===== src/accumulator_alu_with_flags_unit_macros.svh =====
// Assertion macros for the accumulator ALU unit.
// Each macro expects clk and rst_n in the scope where it is used.
`ifndef ACCUMULATOR_ALU_WITH_FLAGS_UNIT_MACROS_SVH
`define ACCUMULATOR_ALU_WITH_FLAGS_UNIT_MACROS_SVH

`ifndef SYNTHESIS

// Same-cycle implication.
`define AAF_ASSERT_IMP(lbl, cond, prop, msg) \
  lbl: assert property (@(posedge clk) disable iff (!rst_n) (cond) |-> (prop)) \
    else $error(msg);

// Next-cycle implication.
`define AAF_ASSERT_NXT(lbl, cond, prop, msg) \
  lbl: assert property (@(posedge clk) disable iff (!rst_n) (cond) |=> (prop)) \
    else $error(msg);

`else

`define AAF_ASSERT_IMP(lbl, cond, prop, msg)

`define AAF_ASSERT_NXT(lbl, cond, prop, msg)

`endif

`endif


===== src/aaf_pkg.sv =====
`default_nettype none

package aaf_pkg;

  localparam int RF_DEPTH = 7;
  localparam int RF_AW    = 3;

  // Register file slots
  localparam logic [RF_AW-1:0] SLOT_H = 3'd4;
  localparam logic [RF_AW-1:0] SLOT_L = 3'd5;
  localparam logic [RF_AW-1:0] SLOT_A = 3'd6;

  // Item kinds
  localparam logic OP_EXEC  = 1'b0;
  localparam logic OP_WRITE = 1'b1;

  // Register index codes on a write
  localparam logic [2:0] REG_IDX_MEM = 3'd6;
  localparam logic [2:0] REG_IDX_A   = 3'd7;

  // Opcode fields
  localparam logic [1:0] X_REG = 2'd2;
  localparam logic [1:0] X_IMM = 2'd3;
  localparam logic [2:0] Z_MEM = 3'd6;
  localparam logic [2:0] Z_A   = 3'd7;

  typedef enum logic [2:0] {
    ALU_ADD = 3'd0,
    ALU_ADC = 3'd1,
    ALU_SUB = 3'd2,
    ALU_SBC = 3'd3,
    ALU_AND = 3'd4,
    ALU_XOR = 3'd5,
    ALU_OR  = 3'd6,
    ALU_CP  = 3'd7
  } alu_op_t;

  typedef struct packed {
    logic z;
    logic n;
    logic h;
    logic c;
  } flags_t;

  typedef struct packed {
    logic [7:0] res;
    flags_t     flags;
  } alu_res_t;

  typedef struct packed {
    logic             en;
    logic [RF_AW-1:0] addr;
    logic [7:0]       data;
  } rf_wr_t;

endpackage

`default_nettype wire


===== src/aaf_rf.sv =====
`default_nettype none

module aaf_rf (
  input  wire logic                      clk,
  input  wire logic                      rst_n,
  input  wire logic                      rd_en,
  input  wire logic [aaf_pkg::RF_AW-1:0] rd_addr,
  output logic      [7:0]                rd_data,
  input  wire aaf_pkg::rf_wr_t           wr
);
  import aaf_pkg::*;

  logic [7:0]          mem [RF_DEPTH];
  logic [RF_DEPTH-1:0] vld_r;
  logic [7:0]          rd_q_r;
  logic                rd_vld_r;
  logic                byp_hit_r;
  logic [7:0]          byp_data_r;

  // Write port
  always_ff @(posedge clk) begin
    if (wr.en) begin
      mem[wr.addr] <= wr.data;
    end
  end

  // Read port, registered
  always_ff @(posedge clk) begin
    if (rd_en) begin
      rd_q_r <= mem[rd_addr];
    end
  end

  // Entries never written read as zero
  always_ff @(posedge clk) begin
    if (!rst_n) begin
      vld_r     <= '0;
      rd_vld_r  <= 1'b0;
      byp_hit_r <= 1'b0;
    end else begin
      if (wr.en) begin
        vld_r[wr.addr] <= 1'b1;
      end
      if (rd_en) begin
        rd_vld_r  <= vld_r[rd_addr];
        byp_hit_r <= wr.en && (wr.addr == rd_addr);
      end
    end
  end

  // Forward a write that lands on the same edge as the read
  always_ff @(posedge clk) begin
    if (rd_en) begin
      byp_data_r <= wr.data;
    end
  end

  assign rd_data = byp_hit_r ? byp_data_r : (rd_vld_r ? rd_q_r : 8'd0);

endmodule

`default_nettype wire


===== src/aaf_alu.sv =====
`default_nettype none

module aaf_alu (
  input  wire aaf_pkg::alu_op_t  op,
  input  wire logic [7:0]        a,
  input  wire logic [7:0]        v,
  input  wire logic              cin,
  output aaf_pkg::alu_res_t      res
);
  import aaf_pkg::*;

  logic       c;
  logic [8:0] sum9;
  logic [4:0] sum5;
  logic [8:0] dif9;
  logic [4:0] dif5;

  always_comb begin
    c    = ((op == ALU_ADC) || (op == ALU_SBC)) ? cin : 1'b0;
    sum9 = {1'b0, a} + {1'b0, v} + {8'd0, c};
    sum5 = {1'b0, a[3:0]} + {1'b0, v[3:0]} + {4'd0, c};
    dif9 = {1'b0, a} - {1'b0, v} - {8'd0, c};
    dif5 = {1'b0, a[3:0]} - {1'b0, v[3:0]} - {4'd0, c};

    res = '0;
    unique case (op)
      ALU_ADD, ALU_ADC: begin
        res.res     = sum9[7:0];
        res.flags.h = sum5[4];
        res.flags.c = sum9[8];
      end
      ALU_SUB, ALU_SBC, ALU_CP: begin
        res.res     = dif9[7:0];
        res.flags.n = 1'b1;
        res.flags.h = dif5[4];
        res.flags.c = dif9[8];
      end
      ALU_AND: begin
        res.res     = a & v;
        res.flags.h = 1'b1;
      end
      ALU_XOR: begin
        res.res = a ^ v;
      end
      ALU_OR: begin
        res.res = a | v;
      end
    endcase
    res.flags.z = (res.res == 8'd0);
  end

endmodule

`default_nettype wire


===== src/accumulator_alu_with_flags_unit.sv =====
`default_nettype none
// Accumulator ALU with flags: seven 8-bit registers (B, C, D, E, H, L, A) and
// four flags. Each input transfer is either a register write or an execute of
// one opcode byte; register-group (0x80..0xBF) and immediate (x=3, z=6) ALU
// opcodes run ADD/ADC/SUB/SBC/AND/XOR/OR/CP, everything else reports
// executed = 0 and changes nothing. Every input transfer yields exactly one
// output transfer showing A, the flags and H:L after the item. Throughput is
// one item per cycle while the output is not stalled; each item passes through
// stage 1 and then the output register. Input is stalled while in reset. The
// register file sits in a 7-entry synchronous memory read at input transfer
// time; the second stage modifies and writes back, and a write landing on the
// same edge as a later read is forwarded. A, H, L and the flags are also held
// in flops for the result. The rate is set by the read-modify-write of the
// accumulator in the second stage. No clearing pass is needed after reset:
// per-entry valid bits make unwritten entries read as zero. The output register
// lets a new item enter while a result waits.

`include "accumulator_alu_with_flags_unit_macros.svh"

module accumulator_alu_with_flags_unit (
  input  wire logic        clk,
  input  wire logic        rst_n,
  input  wire logic        in_valid,
  output logic             in_stall,
  input  wire logic        in_op,
  input  wire logic [7:0]  in_opcode,
  input  wire logic [7:0]  in_extra_byte,
  input  wire logic [2:0]  in_reg_index,
  input  wire logic [7:0]  in_write_value,
  output logic             out_valid,
  input  wire logic        out_stall,
  output logic [7:0]       out_acc,
  output logic             out_zero_flag,
  output logic             out_subtract_flag,
  output logic             out_half_flag,
  output logic             out_carry_out_flag,
  output logic [15:0]      out_hl_pair,
  output logic             out_executed
);
  import aaf_pkg::*;

  // Second stage
  logic       s1_vld_r;
  logic       s1_op_r;
  logic [7:0] s1_opcode_r;
  logic [7:0] s1_extra_r;
  logic [2:0] s1_ridx_r;
  logic [7:0] s1_wval_r;

  // Architectural copies for the result
  logic [7:0] a_r, a_nxt;
  logic [7:0] h_r, h_nxt;
  logic [7:0] l_r, l_nxt;
  flags_t     flags_r, flags_nxt;

  // Output register
  logic        out_valid_r;
  logic [7:0]  out_acc_r;
  flags_t      out_flags_r;
  logic [15:0] out_hl_r;
  logic        out_exec_r;

  logic       accept;
  logic       adv;
  logic       rd_en;
  logic [7:0] rd_data;
  rf_wr_t     wr;

  logic [1:0] x;
  logic [2:0] z;
  alu_op_t    alu_op;
  logic       is_alu;
  logic       is_wr;
  logic [2:0] wr_slot;
  logic [7:0] operand;
  alu_res_t   alu_out;

  // Handshake: stage 1 drains when the output register is free or being taken;
  // hold the input off while in reset
  assign adv      = s1_vld_r && (!out_valid_r || !out_stall);
  assign in_stall = !rst_n || (s1_vld_r && !adv);
  assign accept   = in_valid && !in_stall;

  // Issue the operand read at input transfer for register operands B..L
  assign rd_en = accept && (in_op == OP_EXEC) && (in_opcode[2:0] < Z_MEM);

  aaf_rf u_rf (
    .clk     (clk),
    .rst_n   (rst_n),
    .rd_en   (rd_en),
    .rd_addr (in_opcode[2:0]),
    .rd_data (rd_data),
    .wr      (wr)
  );

  // Decode the item held in stage 1
  assign x      = s1_opcode_r[7:6];
  assign z      = s1_opcode_r[2:0];
  assign alu_op = alu_op_t'(s1_opcode_r[5:3]);
  assign is_alu = (s1_op_r == OP_EXEC) && ((x == X_REG) || ((x == X_IMM) && (z == Z_MEM)));
  assign is_wr  = (s1_op_r == OP_WRITE) && (s1_ridx_r != REG_IDX_MEM);
  assign wr_slot = (s1_ridx_r == REG_IDX_A) ? SLOT_A : s1_ridx_r;

  always_comb begin
    if ((x == X_IMM) || (z == Z_MEM)) begin
      operand = s1_extra_r;
    end else if (z == Z_A) begin
      operand = a_r;
    end else begin
      operand = rd_data;
    end
  end

  aaf_alu u_alu (
    .op  (alu_op),
    .a   (a_r),
    .v   (operand),
    .cin (flags_r.c),
    .res (alu_out)
  );

  // Modify and write back
  always_comb begin
    a_nxt     = a_r;
    h_nxt     = h_r;
    l_nxt     = l_r;
    flags_nxt = flags_r;
    wr.en     = 1'b0;
    wr.addr   = wr_slot;
    wr.data   = s1_wval_r;
    if (is_wr) begin
      wr.en = adv;
      if (wr_slot == SLOT_A) begin
        a_nxt = s1_wval_r;
      end
      if (wr_slot == SLOT_H) begin
        h_nxt = s1_wval_r;
      end
      if (wr_slot == SLOT_L) begin
        l_nxt = s1_wval_r;
      end
    end else if (is_alu) begin
      flags_nxt = alu_out.flags;
      // CP only sets flags
      if (alu_op != ALU_CP) begin
        a_nxt   = alu_out.res;
        wr.en   = adv;
        wr.addr = SLOT_A;
        wr.data = alu_out.res;
      end
    end
  end

  // Control and architectural state
  always_ff @(posedge clk) begin
    if (!rst_n) begin
      s1_vld_r    <= 1'b0;
      out_valid_r <= 1'b0;
      a_r         <= 8'd0;
      h_r         <= 8'd0;
      l_r         <= 8'd0;
      flags_r     <= '0;
    end else begin
      if (accept) begin
        s1_vld_r <= 1'b1;
      end else if (adv) begin
        s1_vld_r <= 1'b0;
      end
      if (adv) begin
        out_valid_r <= 1'b1;
        a_r         <= a_nxt;
        h_r         <= h_nxt;
        l_r         <= l_nxt;
        flags_r     <= flags_nxt;
      end else if (!out_stall) begin
        out_valid_r <= 1'b0;
      end
    end
  end

  // Payload: hold stage 1 and the output register until they move on
  always_ff @(posedge clk) begin
    if (accept) begin
      s1_op_r     <= in_op;
      s1_opcode_r <= in_opcode;
      s1_extra_r  <= in_extra_byte;
      s1_ridx_r   <= in_reg_index;
      s1_wval_r   <= in_write_value;
    end
    if (adv) begin
      out_acc_r   <= a_nxt;
      out_flags_r <= flags_nxt;
      out_hl_r    <= {h_nxt, l_nxt};
      out_exec_r  <= is_alu || is_wr;
    end
  end

  assign out_valid          = out_valid_r;
  assign out_acc            = out_acc_r;
  assign out_zero_flag      = out_flags_r.z;
  assign out_subtract_flag  = out_flags_r.n;
  assign out_half_flag      = out_flags_r.h;
  assign out_carry_out_flag = out_flags_r.c;
  assign out_hl_pair        = out_hl_r;
  assign out_executed       = out_exec_r;

  // An item that does nothing leaves A and the flags alone
  `AAF_ASSERT_NXT(a_noexec_hold, adv && !is_alu && !is_wr, $stable(a_r) && $stable(flags_r), "non-executed item changed state")
  // Compare keeps A and sets the subtract flag
  `AAF_ASSERT_NXT(a_cp_keeps_acc, adv && is_alu && (alu_op == ALU_CP), $stable(a_r) && flags_r.n, "compare altered accumulator")
  // The accumulator copy tracks every write to slot A
  `AAF_ASSERT_NXT(a_acc_coherent, wr.en && (wr.addr == SLOT_A), a_r == $past(wr.data), "accumulator copy out of step with register file")
  // Stage 1 stalls input only while it holds an item
  `AAF_ASSERT_IMP(a_stall_occupied, in_stall, s1_vld_r && out_valid_r, "input stalled with free pipeline")

endmodule

`default_nettype wire


===== config.mk =====
export PLATFORM = sky130hd
export DESIGN_NAME = accumulator_alu_with_flags_unit
export DESIGN_NICKNAME = d
export VERILOG_FILES = /design/src/aaf_pkg.sv /design/src/aaf_rf.sv /design/src/aaf_alu.sv /design/src/accumulator_alu_with_flags_unit.sv
export VERILOG_INCLUDE_DIRS = /design/src /design/src/src
export SDC_FILE = /design/constraint.sdc
export NUM_CORES = 1
export LEC_CHECK = 0
export BUFFER_PORTS_ARGS = -buffer_cell sky130_fd_sc_hd__buf_2
export CORE_MARGIN = 4
export CORE_UTILIZATION = 25
export DETAILED_ROUTE_END_ITERATION = 6
export SYNTH_ARGS = -nofsm -noshare
export SYNTH_HDL_FRONTEND = slang
export SYNTH_SLANG_ARGS = --single-unit

===== constraint.sdc =====
create_clock -name clk -period 3.7 [get_ports clk]
set_clock_uncertainty 0.2 [all_clocks]
set_input_delay 0.185 -clock clk [delete_from_list [all_inputs] [get_ports clk]]
set_output_delay 0.185 -clock clk [all_outputs]
set_load 0.05 [all_outputs]

==> reports/qor.yml <==
cts_root_buf: "clkbuf_16"
violations: "setup timing"
pre_cts_slack_ns: -0.263
crit_fanout: 5
die_x_um: 187
switchingPower_mw: 1.25
grt_setup_unrepaired: "yes"
synth_seq_area_share_pct: 57.9
vias: 5738
ys.flop_type: "edfxtp_1"
dp_hpwl_um: 14900
finalHoldViolCount: 0
wl_per_cell_um: 17.5
setup_viol_count_final: 22
clk_path_buf_depth: 2
internal_power_mw: 3.33
combPwrFrac_pct: 16.6
path_class: "reg2reg"
port_buffers: 62
routabilityCongestion: 0.881
p_sw_share_pct: 27.4
drive_above_1_share_pct: 31.1
critPathArrivalTime_ns: 4.02
core-area_sq_um: 31600
power.density_nw_per_um2: 440
max_slew_margin_pct: 33.1
r2r_end: "flags_r[3]"
diodes: 0
status: "complete, but fails checks"
post_synth.cell_area_avg_sq_um: 12.1
power.total_mw: 4.58
areaGrowthSynthToFinish_pct: 29.5
yosysWarnings: 0
synth_edf_count: 129
htree_levels: 4
min_period_ns: 3.88
synth_cell_types: 61
num_rows: 65
drtAntennaViolNets: 0
whs_endpoint: "s1_opcode_r[2]"
drt-initial-drc-count: 562
max_freq_ghz: 0.258
grt.overflow.total: 0
synth_area_leaders: "edfxtp_1 48%, dfxtp_1 9.7%, ha_1 4.7%"
vdd_drop_max_uv: 284
dr.pass1.iters: 5
wl_um: 21400
power.static_leakage_nw: 3.94
cts_tree: "built"
clock_sinks: 168
reg2regPathDepth: 14
yosys.area.top_type: "edfxtp_1"
setup_slack_ns: -0.177
hp-start: "in_opcode[2]"
hold_depth: 1
die_y_um: 187
slew_violations: 0
seqPwrFrac_pct: 46.9
p_clk_share_pct: 36.6
r2r_start: "s1_opcode_r[2]"
die-area_sq_um: 35100
maxCapViolations: 0
synthArstFlopShare_pct: 0
detail_route.vias_per_cell: 4.68
grt_pass1_vias: 5484
clkTransAtPathRegs_ns: 0.07
netlist.area_leader.share_pct: 48.2
netlist_instances: 662
finalCritPeriodShare_pct: 105
grt_max_degree: 51
clk_latency_ns: 0.43
syn_nets: 728
cts-buffers-inserted: 17
floorplan.initialDensity_pct: 25.4
start_kind: "flop"
final_nets: 877
pin_count: 63
drc_errors: 0
syn_area_sq_um: 8040
crit_required_ns: 3.85
antenna_found_initial: 0
synth-seq-cells: 168
grt_pass1_wl_um: 32600
grt_use_total_pct: 12.0
endpoint_kind: "flop"
r2r_setup_slack_ns: -0.18
hp-class: "in2reg"
tightest_slew_ns: 1.00
yosys-top-cells-count: "129 x edfxtp_1, 61 x nand2_1, 54 x nor2_1, 39 x dfxtp_1, 39 x inv_1"
yosysMostFrequentCell: "edfxtp_1"
-- worst max-delay path, stage by stage, from the launching register on --
cell,delay (ns)
edfxtp_1,0.42
and3_4,0.23
a221oi_2,0.19
a21oi_1,0.07
mux2_4,0.29
fa_2,0.56
inv_2,0.05
ha_4,0.16
o21ai_4,0.18
a21boi_4,0.09
o41ai_4,0.22
mux2i_1,0.14
a2111o_1,0.41
or3_4,0.39
o31ai_2,0.20
-- metal layers --
layer  track usage, %  up-vias  wire (um)
li1                 -     2739          -
met1             16.7     2791      10000
met2             19.1      188      10000
met3             2.71       20       1140
met4             2.65        0        232
met5                0        -          0
-- stage by stage --
step | hold slack [ns] | TNS [ns] | util, % | std cells | area (sq um)
CTS | 0.132 | -0.885 | 32.1 | 1221 | 10200
detailed placement | 0.164 | -7.25 | 29.2 | 1158 | 9240
global route | 0.140 | -7.56 | 32.9 | 1226 | 10400
floorplan | 0.0839 | -0.00176 | - | 662 | 8100
global placement | 0.163 | -4.91 | 29.2 | 1158 | 9240
finish | 0.142 | -2.46 | 32.9 | 1226 | 10400
-- state kept, by name, summed over array words and instances (netlist names), 3 cells and up --
signal           count
u_rf.mem            56
out_hl_pair         16
a_r                  8
h_r                  8
l_r                  8
out_acc              8
s1_extra_r           8
s1_opcode_r          8
s1_wval_r            8
u_rf.byp_data_r      8
u_rf.rd_q_r          8
u_rf.vld_r           7
flags_r              4
s1_ridx_r            3
-- kinds of logic after synthesis --
kind of cell	synth area share [%]
buf+inv	3.14
mux	9.23
fa+ha+maj	5.67
simple gates	11.3
compound gates	11.7
xor+xnor	0.981
flops	57.9
-- repair_timing --
action,in CTS,in global routing
pin swaps,2,15
hold buffers,29,0
endpoints found under the setup margin,49,54
cloned,1,0
gates resized for setup,19,40
setup buffers,1,5
hold endpoints to repair,28,0
-- worst max-delay path by stage --
stage	from	slack (ns)	endpoint	depth (start not counted)
after global placement	s1_opcode_r[2]	-0.20	u_rf.mem[6][6]	13
after global routing	s1_opcode_r[2]	-0.33	flags_r[3]	14
after CTS	s1_opcode_r[2]	-0.15	flags_r[3]	14
final	s1_opcode_r[2]	-0.18	flags_r[3]	14
after detailed placement	s1_opcode_r[2]	-0.26	out_carry_out_flag	14
after floorplan	u_rf.byp_hit_r	-0.002	flags_r[3]	16
-- cell type report --
| type | instances | area (sq um) |
|---|---|---|
| clock buffer | 18 | 439 |
| clock inverter | 14 | 113 |
| fill | 3100 | 21200 |
| inverter | 40 | 150 |
| multi-input combinational | 428 | 3450 |
| sequential | 168 | 4650 |
| tap | 402 | 503 |
| timing repair buffer | 156 | 1100 |
-- placed cells by master, fill, tap and decap left out, types with 22 or more instances in the layout --
cell type / count
buf_4: 63
nor2_1: 54
ha_1: 22
mux2_2: 29
inv_1: 36
dfxtp_1: 39
buf_2: 62
o21ai_0: 30
dlygate4sd3_1: 29
edfxtp_1: 129
nand2_1: 54
-- power by group through the flow --
| stage | Combinational [mW] | Sequential [mW] | Clock (mW) |
|---|---|---|---|
| global route | 0.823 | 2.15 | 1.79 |
| global placement | 0.638 | 2.19 | 0 |
| CTS | 0.691 | 2.15 | 1.72 |
| floorplan | 0.374 | 2.23 | 0 |
| detailed placement | 0.643 | 2.19 | 0 |
| finish | 0.759 | 2.15 | 1.68 |
Note: power is estimated with default switching activity, not from simulation.
